==> src/hw/rtl/stsip_pkg.sv <==
// Shared types and constants for the sorted table search block.
package stsip_pkg;

    localparam int TABLE_DEPTH = 256;
    localparam int ADDR_W      = $clog2(TABLE_DEPTH);
    localparam int CNT_W       = ADDR_W + 1;
    localparam int N_CELLS     = ADDR_W + 1;
    localparam int KEY_W       = 32;
    localparam int POS_W       = 9;
    localparam int PADDR_W     = 3;

    // request kinds
    localparam logic REQ_WRITE  = 1'b0;
    localparam logic REQ_SEARCH = 1'b1;

    // register word index (paddr[2])
    localparam logic REG_ENTRY_COUNT = 1'b0;

    typedef struct packed {
        logic             req_type;
        logic [7:0]       entry_index;
        logic [KEY_W-1:0] entry_value;
        logic [KEY_W-1:0] search_key;
    } t_req;

    typedef struct packed {
        logic [POS_W-1:0] position;
        logic             found;
    } t_res;

    // search state handed from cell to cell; hi1 is high+1
    typedef struct packed {
        logic [KEY_W-1:0] key;
        logic [CNT_W-1:0] low;
        logic [CNT_W-1:0] hi1;
        logic             done;
        logic             found;
    } t_tok;

    // table read request from a cell
    typedef struct packed {
        logic              en;
        logic [ADDR_W-1:0] addr;
    } t_rd_req;

endpackage

==> src/hw/rtl/stsip_probe_cell.sv <==
// One probe cell: issues a table read at the midpoint and narrows the range, or passes a finished search on.
module stsip_probe_cell
    import stsip_pkg::*;
(
    input  logic             i_clk,
    input  logic             i_rst_n,
    input  logic             i_tok_vld,
    input  t_tok             i_tok,
    input  logic [KEY_W-1:0] i_rdata,
    output t_rd_req          o_rd,
    output logic             o_tok_vld,
    output t_tok             o_tok
);

    logic              r_act;
    logic              r_wait;
    t_tok              r_tok;
    logic              n_act;
    logic              n_wait;

    logic [CNT_W-1:0]  diff;
    logic [CNT_W-1:0]  mid_full;
    logic [ADDR_W-1:0] mid;
    logic [CNT_W-1:0]  mid_ext;
    logic              probe_ok;

    assign diff     = r_tok.hi1 - CNT_W'(1) - r_tok.low;
    assign mid_full = r_tok.low + (diff >> 1);
    assign mid      = mid_full[ADDR_W-1:0];
    assign mid_ext  = {1'b0, mid};
    assign probe_ok = !r_tok.done && (r_tok.low < r_tok.hi1);

    always_comb begin
        o_rd.en   = r_act && !r_wait && probe_ok;
        o_rd.addr = o_rd.en ? mid : '0;
        o_tok_vld = 1'b0;
        o_tok     = r_tok;
        if (r_act && !r_wait && !probe_ok) begin
            o_tok_vld  = 1'b1;
            o_tok.done = 1'b1;
        end else if (r_act && r_wait) begin
            o_tok_vld = 1'b1;
            if (i_rdata == r_tok.key) begin
                o_tok.low   = mid_ext;
                o_tok.done  = 1'b1;
                o_tok.found = 1'b1;
            end else if (i_rdata < r_tok.key) begin
                o_tok.low = mid_ext + CNT_W'(1);
            end else begin
                o_tok.hi1 = mid_ext;
            end
        end
    end

    always_comb begin
        n_act  = r_act;
        n_wait = r_wait;
        if (i_tok_vld) begin
            n_act  = 1'b1;
            n_wait = 1'b0;
        end else if (o_tok_vld) begin
            n_act  = 1'b0;
            n_wait = 1'b0;
        end else if (o_rd.en) begin
            n_wait = 1'b1;
        end
    end

    always_ff @(posedge i_clk) begin
        if (!i_rst_n) begin
            r_act  <= 1'b0;
            r_wait <= 1'b0;
        end else begin
            r_act  <= n_act;
            r_wait <= n_wait;
        end
        if (i_tok_vld) begin
            r_tok <= i_tok;
        end
    end

endmodule

==> config.mk <==
export PLATFORM = sky130hd
export DESIGN_NAME = stsip_probe_cell
export DESIGN_NICKNAME = d
export VERILOG_FILES = /design/src/hw/rtl/stsip_pkg.sv /design/src/hw/rtl/stsip_probe_cell.sv
export SDC_FILE = /design/constraint.sdc
export NUM_CORES = 1
export LEC_CHECK = 0
export ABC_AREA = 1
export BUFFER_PORTS_ARGS = -buffer_cell sky130_fd_sc_hd__buf_2
export CAP_MARGIN = 20
export CORE_AREA = 2 2 115 117
export DETAILED_ROUTE_END_ITERATION = 6
export DIE_AREA = 0 0 117 119
export RECOVER_POWER = 50
export SKIP_CTS_REPAIR_TIMING = 1
export SYNTH_ARGS = -nofsm -noshare
export SYNTH_HDL_FRONTEND = slang
export SYNTH_SLANG_ARGS = --single-unit
==> constraint.sdc <==
create_clock -name i_clk -period 6.55 [get_ports i_clk]
set_input_delay 1.31 -clock i_clk [delete_from_list [all_inputs] [get_ports i_clk]]
set_output_delay 1.31 -clock i_clk [all_outputs]
set_load 0.01 [all_outputs]
==> out/metrics.sh, run 1 <==
CRIT-REG2REG-LAUNCH='r_tok[17]$_DFFE_PP_'
POST_SYNTH.CELL_AREA_AVG_UM2=8.25
DRT_FIRST_ITER_VIOLATIONS=107
OUTCOME='complete, but fails checks'
SYNTH_CELL_TYPE_COUNT=37
SYNTHESIS.INSTANCES=528
SYNTH.LARGEST_AREA_CELL='sky130_fd_sc_hd__edfxtp_1'
DP_HPWL_UM=9060
WORST_HOLD_STARTPOINT='r_wait$_SDFFE_PP0P_'
INTERNAL_POWER_uW=742
SYNTH_EDF_COUNT=52
YOSYS_MOST_USED_DFF='sky130_fd_sc_hd__edfxtp_1'
FILLER_CELL_COUNT=1362
GRT.OVERFLOW.TOTAL=0
SYNTHESIS.AREA_UM2=4360
CLOCK-ROOT-BUFFER='sky130_fd_sc_hd__clkbuf_16'
FINALNETCOUNT=795
END_KIND='output pin'
TRITONCTS_CLOCK_TREE='yes'
VIOLATED_CHECKS='max-capacitance violations, max-slew violations'
INITIAL_CORE_UTIL_PCT=33.8
WORST_HOLD_PATH.NUM_CELLS=2
CPMOSTUSEDCELL='sky130_fd_sc_hd__nand2_1'
CTS_NUM_SINKS=54
PIN_COUNT_OF_THE_BIGGEST_NET_ENTERING_GLOBAL_ROUTING=55
GRT_ANTENNA_BEFORE_REPAIR=0
SYNTH_CELL_COUNT_LEADERS='sky130_fd_sc_hd__nand2_1 (133), sky130_fd_sc_hd__inv_1 (95), sky130_fd_sc_hd__ha_1 (56), sky130_fd_sc_hd__edfxtp_1 (52), sky130_fd_sc_hd__nor2_1 (33)'
PLACEMENT_ROWS=42
FINALWEIGHTEDCONGESTION=0.891
NETLIST.AREA_LEADER.SHARE_PCT=35.9
DIE_H_UM=119
YOSYS_WARNINGS=0
PORT-BUFFER-COUNT=148
POWER.IR.VDD_WORST_mV=0.0932
CRITICAL_PATH_BUF_INV_COUNT=6
MAX-CLOCK-PATH-BUFFERS=2
CRITICAL-PATH-MAX-STAGE-DELAY_NS=0.51
REG2REGPATHDEPTH=8
FINAL_AREA_UM2=5200
PATH_DELAY_FAMILY='simple AND/OR/NAND/NOR gates'
TOP_LEVEL_PORTS=149
CTSHTREEMAXLEVEL=2
PERIOD_MINUS_SLACK_NS=4.88
WORSTSKEWPAIRLATENCY_NS=0.29
DETAIL_ROUTE.DRC_VIOLATIONS=0
POST_ROUTE_SETUP_TNS_NS=0
HOLD-PATH-ENDPOINT='r_wait$_SDFFE_PP0P_'
POST_ROUTE_ANT_NETS=0
FP.DIEAREA_UM2=13900
GLOBAL_ROUTER_S_OVERALL_RESOURCE_USAGE_PCT=15.9
POST_DRT_WL_PER_CELL_UM=12.9
CAP_VIOL_MAX_COUNT=1
SYN_TO_FINAL_GROWTH_PCT=19.5
TIMING.CRITICAL_PATH.FANOUT_MAX=4
TIMING_WORST_SETUP_PATH_TYPE='register to output pin'
PATH_CLK_SLEW_NS=0.07
ARRIVAL_NS=3.57
POST_SYNTH_MAIN_AREA_CONTRIBUTORS='sky130_fd_sc_hd__edfxtp_1 (36%), sky130_fd_sc_hd__ha_1 (16%), sky130_fd_sc_hd__nand2_1 (11%), sky130_fd_sc_hd__inv_1 (8.2%), sky130_fd_sc_hd__buf_4 (5.5%)'
SYNTH-SEQ-CELLS=54
P_SW_uW=420
DRT_PRE_ANTENNA_ITERS=4
SLEW-LIMIT-HEADROOM_PCT=-97.0
FINALSETUPVIOLATIONS=0
LEAKAGE_nW=2.81
LAYOUT_WORST_PATH_CYCLE_SHARE_PCT=74.5
COMB_POWER_SHARE_PCT=40.0
HOLD_VIOL=0
WORSTREG2REGEND='r_wait$_SDFFE_PP0P_'
GLOBAL_ROUTE_WIRE_LENGTH_BEFORE_REPAIR_UM=17600
PWR-SHARE-CLK_PCT=23.1
SYNTHESIS.NETS=673
POWER.DENSITY_nW_PER_UM2=223
DPL-INSTANCE-AREA_UM2=5060
TIMING.CRITICAL_PATH.REQUIRED_NS=5.24
UNREPAIRED_SETUP_ENDPOINTS_AFTER_GLOBAL_ROUTING='false'
SEQ_POWER_SHARE_PCT=36.9
SYNTH-ASYNC-RESET-RATIO_PCT=0
SYNTH_MOST_COMMON_CELL='sky130_fd_sc_hd__nand2_1'
SLEW_OF_THE_PIN_WITH_THE_LOWEST_SLEW_MARGIN_NS=2.95
CP_CELL_SEQUENCE='inv_1, fa_1, nand2_1, inv_1, nor2_1, inv_1, fa_1, inv_1, ha_1, inv_1, nor2_1, nand3_1, nor2_2, nand2_1, nand2_1, nand2_1, nand2_1, nand3_1, nand2_1, nand2_1, buf_2'
FIN_SKEW_NS=0.00585
GRT_PASS1_VIAS=3855
CTS_INSERTED_BUFFERS=5
WORST_PATH_MAX_DELAY_CELL='sky130_fd_sc_hd__fa_1'
MIN_DELAY_WORST_TYPE='register to register'
VIAS_PER_CELL=4.45
POST_ROUTE_CELLS_DRIVE_ABOVE_1_SHARE_PCT=28.1
ROUTED_WL_UM=10600
R2R_SETUP_SLACK_NS=4.59
DRV_SLEW=55
FP.COREAREA_UM2=12900
SYNTH-SEQ-AREA-SHARE_PCT=36.8
ROUTE.VIAS.TOTAL=3685
CRIT_PATH_START_KIND='register'
SWITCHING_SHARE_PCT=36.1
FMAX_MHz=205
DIE_WIDTH_UM=117
placed cells by master (no fill, tap or decap), types with 2 or more instances in the layout:
cell type,Yosys,layout
sky130_fd_sc_hd__buf_2,0,147
sky130_fd_sc_hd__nand2_1,133,133
sky130_fd_sc_hd__inv_1,95,95
sky130_fd_sc_hd__ha_1,56,56
sky130_fd_sc_hd__edfxtp_1,52,52
sky130_fd_sc_hd__nor2_1,33,33
sky130_fd_sc_hd__a21oi_1,26,26
sky130_fd_sc_hd__nand3_1,26,26
sky130_fd_sc_hd__o21ai_0,10,10
sky130_fd_sc_hd__nand2_2,8,8
sky130_fd_sc_hd__nor2_2,6,6
sky130_fd_sc_hd__nand4_1,5,5
sky130_fd_sc_hd__xnor2_1,5,5
sky130_fd_sc_hd__xor2_1,5,5
sky130_fd_sc_hd__o21ai_2,5,5
sky130_fd_sc_hd__clkbuf_16,0,5
sky130_fd_sc_hd__o21ai_1,4,4
sky130_fd_sc_hd__clkbuf_1,1,4
sky130_fd_sc_hd__nand3b_1,2,2
sky130_fd_sc_hd__nor2_4,2,2
sky130_fd_sc_hd__o21a_1,2,2
sky130_fd_sc_hd__nand2_4,2,2
sky130_fd_sc_hd__fa_1,2,2
sky130_fd_sc_hd__dfxtp_1,2,2
state kept, by name (all words and copies together), names as in the netlist:
signal	cells
r_tok	20
o_tok	32
r_wait	1
r_act	1
logic make-up after synthesis:
group                    synth area share [%]
AND/OR/NAND/NOR                          23.4
buffers and inverters                    14.6
adder cells (fa/ha/maj)                  17.0
flip-flops                               36.8
AO/OA/AOI/OAI                            6.29
XOR/XNOR                                 2.01
worst register-to-register path, cell delays in order (launching register included):
cell,delay [ns]
sky130_fd_sc_hd__edfxtp_1,0.48
sky130_fd_sc_hd__ha_1,0.39
sky130_fd_sc_hd__a21oi_1,0.17
sky130_fd_sc_hd__nor2_1,0.05
sky130_fd_sc_hd__a211oi_1,0.19
sky130_fd_sc_hd__nand4_1,0.15
sky130_fd_sc_hd__nor2_1,0.23
sky130_fd_sc_hd__nor2_1,0.06
sky130_fd_sc_hd__nor3_1,0.15
per-stage QoR:
step	total power [mW]	instances	hold WS, ns	utilization (%)	worst slack (ns)
final	1.16	828	0.511	40.4	1.67
after global routing	1.25	827	0.544	40.4	1.41
after CTS	1.17	827	0.518	40.4	1.63
after detailed placement	0.901	819	0.508	39.3	1.77
after global placement	0.893	819	0.497	39.3	1.71
after floorplan	0.780	528	0.487	-	2.50
per-layer routing:
metal  track usage, %  vias up  share of wire [%]
li1                 -     1907                  -
met1             18.6     1677                 42
met2             29.4       92                 51
met3             3.41        9                5.9
met4             3.53        0               0.98
met5                0        -                  0
power by group through the flow:
stage               clock [mW]  combinational, mW  sequential (mW)
finish                   0.268              0.464            0.429
global route             0.289              0.532            0.433
CTS                      0.278              0.467            0.428
detailed placement           0              0.465            0.436
global placement             0              0.458            0.435
floorplan                    0              0.350            0.429
how the worst max path moves through the flow:
stage / startpoint / endpoint / slack, ns / cells after the start
after floorplan: r_tok[13]$_DFFE_PP_ / o_tok[18] / 2.50 / 21
after global placement: i_rdata[23] / o_tok[12] / 1.71 / 12
after detailed placement: i_rdata[23] / o_tok[12] / 1.77 / 12
after CTS: r_tok[11]$_DFFE_PP_ / o_tok[17] / 1.63 / 19
after global routing: r_tok[12]$_DFFE_PP_ / o_tok[17] / 1.41 / 21
final: r_tok[12]$_DFFE_PP_ / o_tok[17] / 1.67 / 21
layout make-up:
class | instances | area [um2] | area share (%)
tap | 176 | 220 | 4.23
inverter | 98 | 370 | 7.12
sequential | 54 | 1600 | 30.8
clock buffer | 8 | 146 | 2.81
timing repair buffer | 149 | 743 | 14.3
multi-input combinational | 342 | 2120 | 40.7
antenna | 1 | 2.50 | 0.0481
Note: power is estimated with default switching activity, not from simulation.
==> run 2: changes to the inputs <==
==> constraint.sdc (replaced) <==
create_clock -name i_clk -period 4.55 [get_ports i_clk]
set_input_delay 0.91 -clock i_clk [delete_from_list [all_inputs] [get_ports i_clk]]
set_output_delay 0.91 -clock i_clk [all_outputs]
set_load 0.01 [all_outputs]
==> run 2 against run 1 <==
  * Register-to-register slack got worse by 2.1 ns
  * Highest routed layer unchanged
  * The flow now finishes without violations
  * Hold slack gained 0.0064 ns
  * Critical endpoint unchanged
  * Clock power rose by 33%
  * Die area did not move
  * Final cell count is 0.24% higher
==> out/metrics.sh, run 2 (same netlist as run 1, synthesis figures left out) <==
TIMING.CRITICAL_PATH.FANOUT_MAX=3
TRITONCTS_CLOCK_TREE='yes'
CRIT_PATH_START_KIND='register'
ROUTED_WL_UM=10800
FINAL_AREA_UM2=5250
POST_DRT_WL_PER_CELL_UM=13.0
VIAS_PER_CELL=4.47
PORT-BUFFER-COUNT=148
CRIT-REG2REG-LAUNCH='r_tok[17]$_DFFE_PP_'
CTS_NUM_SINKS=54
WORSTSKEWPAIRLATENCY_NS=0.29
INSERTEDDIODECOUNT=0
DIE_WIDTH_UM=117
FP.DIEAREA_UM2=13900
POWER.DENSITY_nW_PER_UM2=317
CRITICAL-PATH-MAX-STAGE-DELAY_NS=0.45
DETAIL_ROUTE.DRC_VIOLATIONS=0
HOLD_VIOL=0
LARGEST_REGISTER_FF_COUNT=32
POWER.IR.VDD_WORST_mV=0.142
FP.COREAREA_UM2=12900
SLEW_OF_THE_PIN_WITH_THE_LOWEST_SLEW_MARGIN_NS=1.19
POST_ROUTE_ANT_NETS=0
WORST_HOLD_STARTPOINT='r_wait$_SDFFE_PP0P_'
DRT_PRE_ANTENNA_ITERS=4
GLOBAL_ROUTE_WIRE_LENGTH_BEFORE_REPAIR_UM=17300
POST_ROUTE_CELLS_DRIVE_ABOVE_1_SHARE_PCT=28.4
GRT_ANTENNA_BEFORE_REPAIR=0
PATH_CLK_SLEW_NS=0.07
FINAL_UTIL_PCT=40.8
POST_ROUTE_SETUP_TNS_NS=0
TIMING.HOLD.WS_NS=0.518
WORST_PATH_MAX_DELAY_CELL='sky130_fd_sc_hd__fa_1'
FINALWEIGHTEDCONGESTION=0.898
WORST_HOLD_PATH.NUM_CELLS=2
PIN_COUNT_OF_THE_BIGGEST_NET_ENTERING_GLOBAL_ROUTING=34
CP_CELL_SEQUENCE='nor2_4, fa_1, ha_1, inv_1, fa_1, inv_1, ha_1, inv_1, nor2_1, nand3_1, nor2_2, nand2_1, nand2_1, nand2_1, nand2_1, nand3_1, nand2_1, nand2_1, buf_2'
FMAX_MHz=233
CTS_INSERTED_BUFFERS=5
FINAL_CELLS=830
CRITPATHLAUNCH='r_tok[11]$_DFFE_PP_'
TIMING_WORST_SETUP_PATH_TYPE='register to output pin'
DRV_SLEW=0
CPMOSTUSEDCELL='sky130_fd_sc_hd__nand2_1'
CTSHTREEMAXLEVEL=2
LEAKAGE_nW=2.79
LAYOUT_WORST_PATH_CYCLE_SHARE_PCT=94.4
CLOCK-ROOT-BUFFER='sky130_fd_sc_hd__clkbuf_16'
ROUTE.VIAS.TOTAL=3709
TOP_LEVEL_PORTS=149
UNREPAIRED_SETUP_ENDPOINTS_AFTER_GLOBAL_ROUTING='false'
END_KIND='output pin'
SYN_TO_FINAL_GROWTH_PCT=20.6
PLACEMENT_ROWS=42
DPL-INSTANCE-AREA_UM2=5060
INITIAL_CORE_UTIL_PCT=33.8
CAP_VIOL_MAX_COUNT=0
OUTCOME='finished clean'
DRT_FIRST_ITER_VIOLATIONS=93
DIE_H_UM=119
FINALSETUPVIOLATIONS=0
MIN_DELAY_WORST_TYPE='register to register'
TIMING.CRITICAL_PATH.REQUIRED_NS=3.64
SLEW-LIMIT-HEADROOM_PCT=20.4
GLOBAL_ROUTER_S_OVERALL_RESOURCE_USAGE_PCT=15.6
ARRIVAL_NS=3.39
MAX-CLOCK-PATH-BUFFERS=2
POST-PLACE-CELLS=819
GRT.OVERFLOW.TOTAL=0
MOSTFREQUENTLAYOUTCELLS='sky130_fd_sc_hd__buf_2 (133), sky130_fd_sc_hd__nand2_1 (132), sky130_fd_sc_hd__inv_1 (92), sky130_fd_sc_hd__ha_1 (54), sky130_fd_sc_hd__edfxtp_1 (52)'
FIN_SKEW_NS=0.00518
PERIOD_MINUS_SLACK_NS=4.30
MOST_COMMON_CELL_AFTER_LAYOUT_FILL_AND_TAPS_ASIDE='sky130_fd_sc_hd__buf_2'
FINALNETCOUNT=800
DP_HPWL_UM=8940
REG2REGPATHDEPTH=8
GRT_PASS1_VIAS=3831
==> run 2: cell count changes in the layout (fill, tap and decap cells not counted), sizes merged <==
cell    delta
buf        -8
diode      -1
clkbuf    +10
clkinv     +1
==> run 2: cell type report <==
cell class	instances	area, um2
clock buffer	5	125
clock inverter	1	3.75
fill	1326	7620
inverter	98	370
multi-input combinational	342	2160
sequential	54	1600
tap	176	220
timing repair buffer	154	767
==> run 2: per-stage QoR <==
step | power (mW) | setup slack [ns]
2_1_floorplan | 1.12 | 0.899
3_3_place_gp | 1.28 | 0.600
3_5_place_dp | 1.29 | 0.474
4_1_cts | 1.66 | 0.146
5_1_grt | 1.80 | 0.00921
6_report | 1.67 | 0.254
==> run 2: path summary, 6_finish.rpt <==
kind | to | slack (ns)
max | o_tok[17] | 0.25
min | r_wait$_SDFFE_PP0P_ | 0.52
max reg2reg | r_wait$_SDFFE_PP0P_ | 2.53
min reg2reg | r_wait$_SDFFE_PP0P_ | 0.52
==> run 2: critical path: cells and delay by family (launching register included) <==
family | cells | cell delay [ns]
adders and majority gates | 4 | 1.30
and+or+nand+nor | 11 | 1.00
buffers and inverters | 4 | 0.38
DFF | 1 | 0.44
==> run 2: power by group <==
part / internal, mW / switching, mW / total, mW / leakage, nW
clock network: 0.196 / 0.160 / 0.356 / 0.0632
logic: 0.268 / 0.424 / 0.692 / 2.20
registers: 0.589 / 0.0274 / 0.617 / 0.525
total: 1.05 / 0.611 / 1.67 / 2.79
==> run 2: metal layers <==
metal / GRT usage [%] / wire [um] / up-vias
li1: - / - / 1907
met1: 18.8 / 4620 / 1693
met2: 28.1 / 5440 / 97
met3: 3.10 / 568 / 12
met4: 4.12 / 187 / 0
met5: 0 / 0 / -
